### src/pprtt_pkg.sv
package pprtt_pkg;

   localparam int ROUND_W  = 17;
   localparam int COUNT_W  = 16;
   localparam int TIME_W   = 64;
   localparam int DELAY_W  = 32;
   localparam int ACTION_W = 2;
   localparam int CSR_AW   = 4;
   localparam int CSR_DW   = 32;

   localparam logic [ROUND_W-1:0] ROUND_FIRST = 17'd1;
   localparam logic [ROUND_W-1:0] ROUND_MAX   = 17'h1FFFF;

   localparam logic [ACTION_W-1:0] ACT_TICK = 2'd0;
   localparam logic [ACTION_W-1:0] ACT_PING = 2'd1;
   localparam logic [ACTION_W-1:0] ACT_SKIP = 2'd2;
   localparam logic [ACTION_W-1:0] ACT_PONG = 2'd3;

   localparam logic [1:0] REG_WARMUP   = 2'd0;
   localparam logic [1:0] REG_MEASURED = 2'd1;
   localparam logic [1:0] REG_PACING   = 2'd2;
   localparam logic [1:0] REG_TIMEOUT  = 2'd3;

   typedef struct packed {
      logic [COUNT_W-1:0] warmup_count;
      logic [COUNT_W-1:0] measure_count;
      logic [DELAY_W-1:0] pacing_delay_ns;
      logic [DELAY_W-1:0] reply_timeout_ns;
   } cfg_type;

   typedef struct packed {
      logic [ACTION_W-1:0] action;
      logic [TIME_W-1:0]   time_ns;
      logic [ROUND_W-1:0]  pong_round;
   } req_type;

   typedef struct packed {
      logic                should_send;
      logic [ROUND_W-1:0]  send_round;
      logic                timed_out;
      logic                complete;
      logic                pong_accepted;
      logic                sample_valid;
      logic [TIME_W-1:0]   rtt_ns;
      logic [COUNT_W-1:0]  sample_index;
   } rsp_type;

endpackage

### src/pprtt_csr.sv
module pprtt_csr
   import pprtt_pkg::*;
(
   input  logic              clock,
   input  logic              reset,
   input  logic              csr_psel,
   input  logic              csr_penable,
   input  logic              csr_pwrite,
   input  logic [CSR_AW-1:0] csr_paddr,
   input  logic [CSR_DW-1:0] csr_pwdata,
   output logic [CSR_DW-1:0] csr_prdata,
   output logic              csr_pready,
   output cfg_type           cfg
);

   cfg_type    cfg_ff;
   cfg_type    cfg_in;
   logic [1:0] reg_index;
   logic       write_en;

   // Registers sit on word boundaries, so the low two address bits are ignored.
   assign reg_index  = csr_paddr[CSR_AW-1:2];
   assign write_en   = csr_psel && csr_penable && csr_pwrite;
   assign csr_pready = 1'b1;
   assign cfg        = cfg_ff;

   always_comb begin
      cfg_in = cfg_ff;
      if (write_en) begin
         unique case (reg_index)
            REG_WARMUP:   cfg_in.warmup_count     = csr_pwdata[COUNT_W-1:0];
            REG_MEASURED: cfg_in.measure_count    = csr_pwdata[COUNT_W-1:0];
            REG_PACING:   cfg_in.pacing_delay_ns  = csr_pwdata[DELAY_W-1:0];
            REG_TIMEOUT:  cfg_in.reply_timeout_ns = csr_pwdata[DELAY_W-1:0];
         endcase
      end
   end

   always_comb begin
      unique case (reg_index)
         REG_WARMUP:   csr_prdata = {{(CSR_DW-COUNT_W){1'b0}}, cfg_ff.warmup_count};
         REG_MEASURED: csr_prdata = {{(CSR_DW-COUNT_W){1'b0}}, cfg_ff.measure_count};
         REG_PACING:   csr_prdata = cfg_ff.pacing_delay_ns;
         REG_TIMEOUT:  csr_prdata = cfg_ff.reply_timeout_ns;
      endcase
   end

   always_ff @(posedge clock) begin
      if (reset) begin
         cfg_ff <= '0;
      end else begin
         cfg_ff <= cfg_in;
      end
   end

endmodule

### src/pprtt_core.sv
module pprtt_core
   import pprtt_pkg::*;
(
   input  logic    clock,
   input  logic    reset,
   input  cfg_type cfg,
   input  logic    fire,
   input  req_type item,
   output rsp_type result
);

   logic               awaiting_ff, awaiting_in;
   logic [ROUND_W-1:0] round_ff, round_in;
   logic [TIME_W-1:0]  send_time_ff, send_time_in;
   logic [TIME_W-1:0]  ping_time_ff, ping_time_in;
   logic [COUNT_W-1:0] samples_ff, samples_in;

   logic [ROUND_W-1:0] round_limit;
   logic [ROUND_W-1:0] round_step;
   logic [TIME_W-1:0]  elapsed;
   logic [TIME_W-1:0]  paced_time;
   logic               accept;
   logic               sample;
   logic               end_round;
   logic               late;

   assign round_limit = {1'b0, cfg.warmup_count} + {1'b0, cfg.measure_count};
   assign round_step  = (round_ff == ROUND_MAX) ? round_ff : round_ff + ROUND_FIRST;
   assign elapsed     = item.time_ns - ping_time_ff;
   assign paced_time  = item.time_ns + {{(TIME_W-DELAY_W){1'b0}}, cfg.pacing_delay_ns};

   assign accept    = (item.action == ACT_PONG) && awaiting_ff &&
                      (item.pong_round == round_ff);
   assign sample    = accept && (item.pong_round > {1'b0, cfg.warmup_count}) &&
                      (samples_ff < cfg.measure_count);
   assign end_round = (item.action == ACT_SKIP) || accept;

   always_comb begin
      awaiting_in  = awaiting_ff;
      round_in     = round_ff;
      send_time_in = send_time_ff;
      ping_time_in = ping_time_ff;
      samples_in   = samples_ff;
      unique case (item.action)
         ACT_TICK: begin
         end
         ACT_PING: begin
            awaiting_in  = 1'b1;
            ping_time_in = item.time_ns;
         end
         ACT_SKIP, ACT_PONG: begin
            if (end_round) begin
               awaiting_in  = 1'b0;
               round_in     = round_step;
               send_time_in = paced_time;
            end
            if (sample) begin
               samples_in = samples_ff + 16'd1;
            end
         end
      endcase
   end

   // A fresh ping leaves zero elapsed time, so only a zero timeout fires then.
   assign late = (item.action == ACT_PING) ? (cfg.reply_timeout_ns == '0)
               : (elapsed >= {{(TIME_W-DELAY_W){1'b0}}, cfg.reply_timeout_ns});

   always_comb begin
      result.should_send   = !awaiting_in && (round_in <= round_limit) &&
                             (item.time_ns >= send_time_in);
      result.send_round    = round_in;
      result.timed_out     = awaiting_in && late;
      result.complete      = !awaiting_in && (round_in > round_limit);
      result.pong_accepted = accept;
      result.sample_valid  = sample;
      result.rtt_ns        = sample ? elapsed : '0;
      result.sample_index  = sample ? samples_ff : '0;
   end

   always_ff @(posedge clock) begin
      if (reset) begin
         awaiting_ff  <= 1'b0;
         round_ff     <= ROUND_FIRST;
         send_time_ff <= '0;
         ping_time_ff <= '0;
         samples_ff   <= '0;
      end else if (fire) begin
         awaiting_ff  <= awaiting_in;
         round_ff     <= round_in;
         send_time_ff <= send_time_in;
         ping_time_ff <= ping_time_in;
         samples_ff   <= samples_in;
      end
   end

endmodule

### src/ping_pong_rtt_meter.sv
// A taken word moves from the input register to the result register (rsp_valid) on advance.
// Throughput: one word per cycle while rsp_stall is low, one round-state update per word.
// The input and result registers hold one word each; req_stall rises only when both are full.
// Reset is synchronous and active high; it clears the config registers, the round state
// (round counter back to one) and all valid flags. No clearing pass is needed.
module ping_pong_rtt_meter
   import pprtt_pkg::*;
(
   input  logic                clock,
   input  logic                reset,

   input  logic                req_valid,
   output logic                req_stall,
   input  logic [ACTION_W-1:0] req_action,
   input  logic [TIME_W-1:0]   req_time_ns,
   input  logic [ROUND_W-1:0]  req_pong_round,

   output logic                rsp_valid,
   input  logic                rsp_stall,
   output logic                rsp_should_send,
   output logic [ROUND_W-1:0]  rsp_send_round,
   output logic                rsp_timed_out,
   output logic                rsp_complete,
   output logic                rsp_pong_accepted,
   output logic                rsp_sample_valid,
   output logic [TIME_W-1:0]   rsp_rtt_ns,
   output logic [COUNT_W-1:0]  rsp_sample_index,

   input  logic                csr_psel,
   input  logic                csr_penable,
   input  logic                csr_pwrite,
   input  logic [CSR_AW-1:0]   csr_paddr,
   input  logic [CSR_DW-1:0]   csr_pwdata,
   output logic [CSR_DW-1:0]   csr_prdata,
   output logic                csr_pready
);

   cfg_type cfg;

   // The input register holds one word waiting to be evaluated against the state.
   logic    in_valid_ff;
   req_type in_word_ff;
   req_type in_word_in;

   // The result register holds the finished word until the consumer takes it.
   logic    out_valid_ff;
   rsp_type out_word_ff;
   rsp_type result;

   logic advance;
   logic fire;

   pprtt_csr u_csr (
      .clock       (clock),
      .reset       (reset),
      .csr_psel    (csr_psel),
      .csr_penable (csr_penable),
      .csr_pwrite  (csr_pwrite),
      .csr_paddr   (csr_paddr),
      .csr_pwdata  (csr_pwdata),
      .csr_prdata  (csr_prdata),
      .csr_pready  (csr_pready),
      .cfg         (cfg)
   );

   // The result register can take a new word when it is empty or being drained.
   assign advance   = !out_valid_ff || !rsp_stall;
   // The input register stalls only when it is full and cannot move forward.
   assign req_stall = in_valid_ff && !advance;
   // The round state commits exactly when a word moves into the result register.
   assign fire      = in_valid_ff && advance;

   assign in_word_in.action     = req_action;
   assign in_word_in.time_ns    = req_time_ns;
   assign in_word_in.pong_round = req_pong_round;

   pprtt_core u_core (
      .clock  (clock),
      .reset  (reset),
      .cfg    (cfg),
      .fire   (fire),
      .item   (in_word_ff),
      .result (result)
   );

   always_ff @(posedge clock) begin
      if (reset) begin
         in_valid_ff  <= 1'b0;
         out_valid_ff <= 1'b0;
      end else begin
         if (!req_stall) begin
            in_valid_ff <= req_valid;
         end
         if (advance) begin
            out_valid_ff <= in_valid_ff;
         end
      end
   end

   // Payload registers carry no reset; the valid flags qualify them.
   always_ff @(posedge clock) begin
      if (req_valid && !req_stall) begin
         in_word_ff <= in_word_in;
      end
      if (fire) begin
         out_word_ff <= result;
      end
   end

   assign rsp_valid         = out_valid_ff;
   assign rsp_should_send   = out_word_ff.should_send;
   assign rsp_send_round    = out_word_ff.send_round;
   assign rsp_timed_out     = out_word_ff.timed_out;
   assign rsp_complete      = out_word_ff.complete;
   assign rsp_pong_accepted = out_word_ff.pong_accepted;
   assign rsp_sample_valid  = out_word_ff.sample_valid;
   assign rsp_rtt_ns        = out_word_ff.rtt_ns;
   assign rsp_sample_index  = out_word_ff.sample_index;

endmodule

### config.mk
export PLATFORM = sky130hd
export DESIGN_NAME = ping_pong_rtt_meter
export DESIGN_NICKNAME = d
export VERILOG_FILES = /design/src/pprtt_pkg.sv /design/src/pprtt_csr.sv /design/src/pprtt_core.sv /design/src/ping_pong_rtt_meter.sv
export SDC_FILE = /design/constraint.sdc
export NUM_CORES = 1
export LEC_CHECK = 0
export ABC_AREA = 1
export CAP_MARGIN = 10
export CELL_PAD_IN_SITES_DETAIL_PLACEMENT = 2
export CELL_PAD_IN_SITES_GLOBAL_PLACEMENT = 2
export CORE_MARGIN = 2
export CORE_UTILIZATION = 33
export DETAILED_ROUTE_END_ITERATION = 8
export DONT_BUFFER_PORTS = 1
export PLACE_DENSITY_LB_ADDON = 0.25
export SYNTH_ARGS = -nofsm -noshare
export SYNTH_HDL_FRONTEND = slang
export SYNTH_SLANG_ARGS = --single-unit
### constraint.sdc
create_clock -name clock -period 5.9 [get_ports clock]
set_clock_uncertainty 0.2 [all_clocks]
set_input_delay 1.18 -clock clock [delete_from_list [all_inputs] [get_ports clock]]
set_output_delay 1.18 -clock clock [all_outputs]
set_load 0.01 [all_outputs]
==> run metrics, run 1 <==
post-synth top area cell edfxtp_1; Synth Instances 4428; PD cells 256 nW/um^2; Crit path arrival time 5.59 ns; Post-Layout Cell Count 5717; area share of the largest cell type after synthesis 18.0%; Slew Limit Headroom 16.2%; VDD IR max 0.000239 V; unrepaired setup endpoints after global routing false; routed length per instance 24.1 um; sequential share of the synthesized area 34.8%; Clk pin slew, worst setup/hold paths 0.06 ns; post_cts resized 0; total congestion overflow 0; CP Class reg2reg; Tcrit/Tclk final 88.9%; clk_lat worst skew 0.67 ns; actual slew at the worst max-slew pin 1.25 ns; nets 4796; # IOs 263; Worst Path Required 6.24 ns; largest cells by area after synthesis edfxtp_1 18%, dfxtp_1 17%, nand2_1 12%, ha_1 10%, inv_1 8.9%; most frequent cells in the layout 1026 x nand2_1, 729 x inv_1, 458 x nor2_1; Layout area overhead 10.4%; EDFF count, synth 185; #FFs+latches synth 445; post-synth cell types 60; Critical Path Fanout Max 5; Placed Cells 5609; Leak 15.1 nW; reg2reg path depth 24; antenna violations before repair 26; yosys warns 0; hpwl dp 111000 um; largest net degree at the start of global routing 129; Chip Height 310 um; cts hold-fix bufs 0; global-route wire length before repair 201000 um; first-pass detailed-route iteration total 5; Routed WL 138000 um; Primary FF master, synth dfxtp_1; clk buf depth 3; CTS HTree Levels 2; DR iter-0 viols 1883; most common cell after layout, fill and taps aside nand2_1; num rows 112; clk root buf clkbuf_16; Total GRT Usage 28.2%; Mean Syn Cell Area 6.99 sq um; setup tns final 0 ns; total number of vias 30482; max_cap viols 0; Worst Setup Start Kind flop; DRT antenna net count 0; RD Place Congestion 0.928; clock sink count 445; status completed; Fin. Hold Viols 0; vias in the first global route 31548; worst setup path end rsp_should_send; CTS tree built; crit path time final 5.25 ns; cell area after synthesis 30900 sq um; Setup Fix Bufs, Post-CTS 0; Port Buffers 0; worst setup path startpoint in_word_ff[18]; Finish-stage setup viols 0; Synth async-reset ratio 0%; max-slew violations 0; Util after Layout 36.7%; syn_nets 4814; R2R Setup Slk 0.65 ns; share of layout cells above drive strength 1 4.13%; Die ar. 96200 sq um; Fmax 191 MHz; TritonCTS Buffers 53; Starting Density 33.2%; hold crit path type reg2reg; number of vias per cell 5.33; DRC 0; Core Box Area 93000 sq um; Reg2Reg Launch Point in_word_ff[18]; crit path capture type flop; die width 310 um; RR Endpoint rsp_should_send
## worst max-delay path, cell delays in order, from the launching register on
cell and delay (ns):
edfxtp_1 0.52, ha_1 0.33, nand2_1 0.06, nand2_1 0.07
o21ai_1 0.14, o31ai_1 0.48, nand2_1 0.11, nand2_1 0.22
nand2_1 0.08, nand2_1 0.23, nand3_1 0.19, nand3_1 0.11
nand3_1 0.17, and2_1 0.21, ha_1 0.29, nand2_1 0.05
inv_1 0.09, nand3_1 0.10, nor3_1 0.23, nor4b_1 0.49
and3_1 0.37, nand4_1 0.12, nand3_1 0.16, nand2_1 0.06
inv_1 0.05
## worst min path at each step
stage                             from  cells after the start  slack, ns                      end
3_5_place_dp   u_core.ping_time_ff[22]                      2       0.25  u_core.ping_time_ff[22]
6_report       u_core.ping_time_ff[22]                      2       0.26  u_core.ping_time_ff[22]
2_1_floorplan  u_core.ping_time_ff[10]                      2       0.23  u_core.ping_time_ff[10]
5_1_grt        u_core.ping_time_ff[22]                      2       0.28  u_core.ping_time_ff[22]
4_1_cts        u_core.ping_time_ff[22]                      2       0.26  u_core.ping_time_ff[22]
3_3_place_gp   u_core.ping_time_ff[33]                      2       0.24  u_core.ping_time_ff[33]
## registers in the layout (all words and copies together), names as in the netlist, 16 cells and up
name / cells
u_core.send_time_ff: 64
u_core.ping_time_ff: 64
rsp_sample_index: 16
u_csr.cfg: 96
rsp_send_round: 17
rsp_rtt_ns: 64
u_core.samples_ff: 16
u_core.round_ff: 17
in_word_ff: 83
## cells in the mapped netlist (27+ instances only)
cell type  count
nor3_1        58
xor2_1        81
nand2_1     1026
o21ai_0      316
o21ai_1       27
nor2_1       461
nand3_1      187
edfxtp_1     185
xnor2_1       32
inv_1        732
a21oi_1      396
ha_1         257
dfxtp_1      260
nor4_1        28
nand4_1       66
clkbuf_1      90
## per-stage QoR
stage	worst slack, ns	hold slack [ns]	cell area, sq um	power (mW)
2_1_floorplan	0.266	0.233	30900	4.63
3_3_place_gp	0.772	0.242	32300	5.18
3_5_place_dp	0.661	0.252	32300	5.26
4_1_cts	0.620	0.261	34100	8.81
5_1_grt	0.350	0.276	34100	9.14
6_report	0.654	0.261	34200	8.74
## layout make-up
class	count	area, sq um
Fill cell	11245	58900
Tap cell	1254	1570
Multi-Input combinational cell	3128	16900
Timing Repair Buffer	46	370
Inverter	736	2770
Clock inverter	29	332
Antenna cell	8	20.0
Clock buffer	71	1460
Sequential cell	445	10800
## cells by family (layout without fill, tap and decap cells)
kind of cell	after synthesis	after routing	synth area share [%]
and+or+nand+nor	1882	1882	25.2
AOI/OAI and AO/OA	871	871	15.3
buffers and inverters	855	882	10.8
DFF	445	445	34.8
adders and majority gates	260	260	10.6
xor gates and xnor gates	114	114	3.25
other	1	9	0.0121
## per-layer routing
| layer | routed length (um) | part of all wire [%] | GRT usage [%] |
|---|---|---|---|
| met1 | 64200 | 47 | 38.9 |
| met2 | 61900 | 45 | 45.7 |
| met3 | 7210 | 5.2 | 4.11 |
| met4 | 4330 | 3.1 | 8.24 |
| met5 | 111 | 0.081 | 0 |
## where the power goes
part	switching, mW	leakage, nW	internal (mW)	total [mW]
clock	1.51	0.876	2.01	3.52
combinational	1.18	10.3	0.520	1.71
sequential	0.158	3.92	3.35	3.51
(Power assumes the default switching activity.)
==> run 2: changes to the inputs <==
- clock period: 5.9 -> 4.2 ns (I/O delays scaled with it)
==> run metrics, run 2 (synthesis results as in run 1) <==
status complete, but fails checks; failing checks setup timing; DRC 0; Hold WS 0.0176 ns; Chip Height 310 um; total congestion overflow 0; worst path bufs/invs 3; max FFs per register 96; Worst Path Required 4.44 ns; Placed Cells 6150; hpwl dp 124000 um; Tcrit/Tclk final 113%; Die ar. 96200 sq um; CTS tree built; share of layout cells above drive strength 1 23.3%; cell family with the largest share of critical-path delay simple AND/OR/NAND/NOR gates; RD Place Congestion 0.948; Placed Area 36500 sq um; VDD IR max 0.000286 V; antenna violations before repair 30; vias in the first global route 35924; final setup margin -0.543 ns; actual slew at the worst max-slew pin 1.07 ns; met3 Use GR 4.79%; first-pass detailed-route iteration total 5; total number of vias 35567; pre-CTS setup slack -0.702 ns; grt peak-use layer met2; nets 5417; Crit path arrival time 4.98 ns; clk_lat worst skew 0.71 ns; Slew Limit Headroom 27.7%; Fin. Hold Viols 0; Finish-stage setup viols 2; Leak 18.5 nW; Clk pin slew, worst setup/hold paths 0.08 ns; R2R Setup Slk -0.54 ns; max_cap viols 0; CTS HTree Levels 2; Fillers 10676; Worst Setup Start Kind flop; CP max stage delay 0.48 ns; Starting Density 33.2%; met2 Usage GRT 53.7%; final instance area 41200 sq um; Port Buffers 0; global-route wire length before repair 232000 um; unrepaired setup endpoints after global routing true; crit path cell chain ha_4 -> buf_4 -> a21oi_2 -> o21ai_1 -> a21oi_1 -> a21boi_4 -> nand3b_1 -> nand2_1 -> nand2_1 -> nand3_1 -> and2_1 -> ha_1 -> nand4_1 -> o221ai_2 -> nand2_1 -> nand4_1 -> a21oi_2 -> buf_4 -> nand3_2 -> nand2_1 -> inv_1; crit path time final 4.74 ns; GR Util met1 43.8%; PD cells 336 nW/um^2; # IOs 263; total power 13.8 mW; most common cell after layout, fill and taps aside nand2_1; CP max-delay cell edfxtp_1; CP most frequent cell nand2_1; clk root buf clkbuf_16; setup tns final -0.729 ns; Util after Layout 44.3%; most frequent cells in the layout 942 x nand2_1, 717 x inv_1, 640 x buf_4; Post-Layout Cell Count 6356; max-slew violations 0; hold crit path type in2reg; TritonCTS Buffers 55; CP Class reg2reg; number of vias per cell 5.60; clk buf depth 3; largest net degree at the start of global routing 128; num rows 112; crit path capture type flop; Critical Path Fanout Max 4; DR iter-0 viols 2823; Fmax 211 MHz; Total GRT Usage 32.5%; Routed WL 180000 um; Core Box Area 93000 sq um; clock sink count 445; routed length per instance 28.3 um; DRT antenna net count 0; Layout area overhead 33.3%; die width 310 um
## run 2: cell count changes in the layout (fill, tap and decap cells not counted), sizes merged
cell | before | now
clkinvlp | 3 | 6
clkinv | 18 | 16
dlygate4sd3 | 0 | 2
inv | 738 | 740
clkbuf | 71 | 73
bufinv | 6 | 5
diode | 8 | 24
buf | 46 | 663
## run 2: metal layers
layer | vias to the layer above | share of wire, %
li1 | 15669 | -
met1 | 17937 | 41
met2 | 1516 | 47
met3 | 439 | 7.1
met4 | 6 | 4.8
met5 | - | 0.023
## run 2: final timing paths
path,cells past startpoint,start,to
setup / recovery,21,in_word_ff[37],rsp_should_send
hold / removal,0,req_time_ns[19],in_word_ff[36]
setup reg to reg,21,in_word_ff[37],rsp_should_send
hold reg to reg,2,u_core.ping_time_ff[50],u_core.ping_time_ff[50]
## run 2: repair_timing
action,4_1_cts,5_1_grt
setup buffers,22,54
hold endpoints to repair,5,0
pin swaps,47,101
endpoints found under the setup margin,3,3
hold buffers,2,0
gates resized for setup,217,261
## run 2: final cells by class
class | count | area [sq um] | share of cell area (%)
inverter | 736 | 2770 | 6.71
multi-input combinational | 3128 | 18900 | 45.9
sequential | 445 | 10800 | 26.1
clock buffer | 73 | 1600 | 3.89
clock inverter | 31 | 349 | 0.847
antenna | 24 | 60.1 | 0.146
tap | 1254 | 1570 | 3.81
timing repair buffer | 665 | 5190 | 12.6
## run 2: power breakdown
group          internal, mW  switching [mW]
Combinational          1.34            2.23
Clock                  3.02            2.33
Sequential             4.71           0.202
## run 2: worst register-to-register path: stages, from the launching register on
cell      delay (ns)
edfxtp_1        0.48
ha_4            0.33
buf_4           0.15
a21oi_2         0.21
o21ai_1         0.16
a21oi_1         0.30
a21boi_4        0.30
nand3b_1        0.24
nand2_1         0.12
nand2_1         0.08
nand3_1         0.12
and2_1          0.19
ha_1            0.32
nand4_1         0.25
o221ai_2        0.19
nand2_1         0.12
nand4_1         0.19
a21oi_2         0.17
buf_4           0.16
nand3_2         0.07
nand2_1         0.06
inv_1           0.05
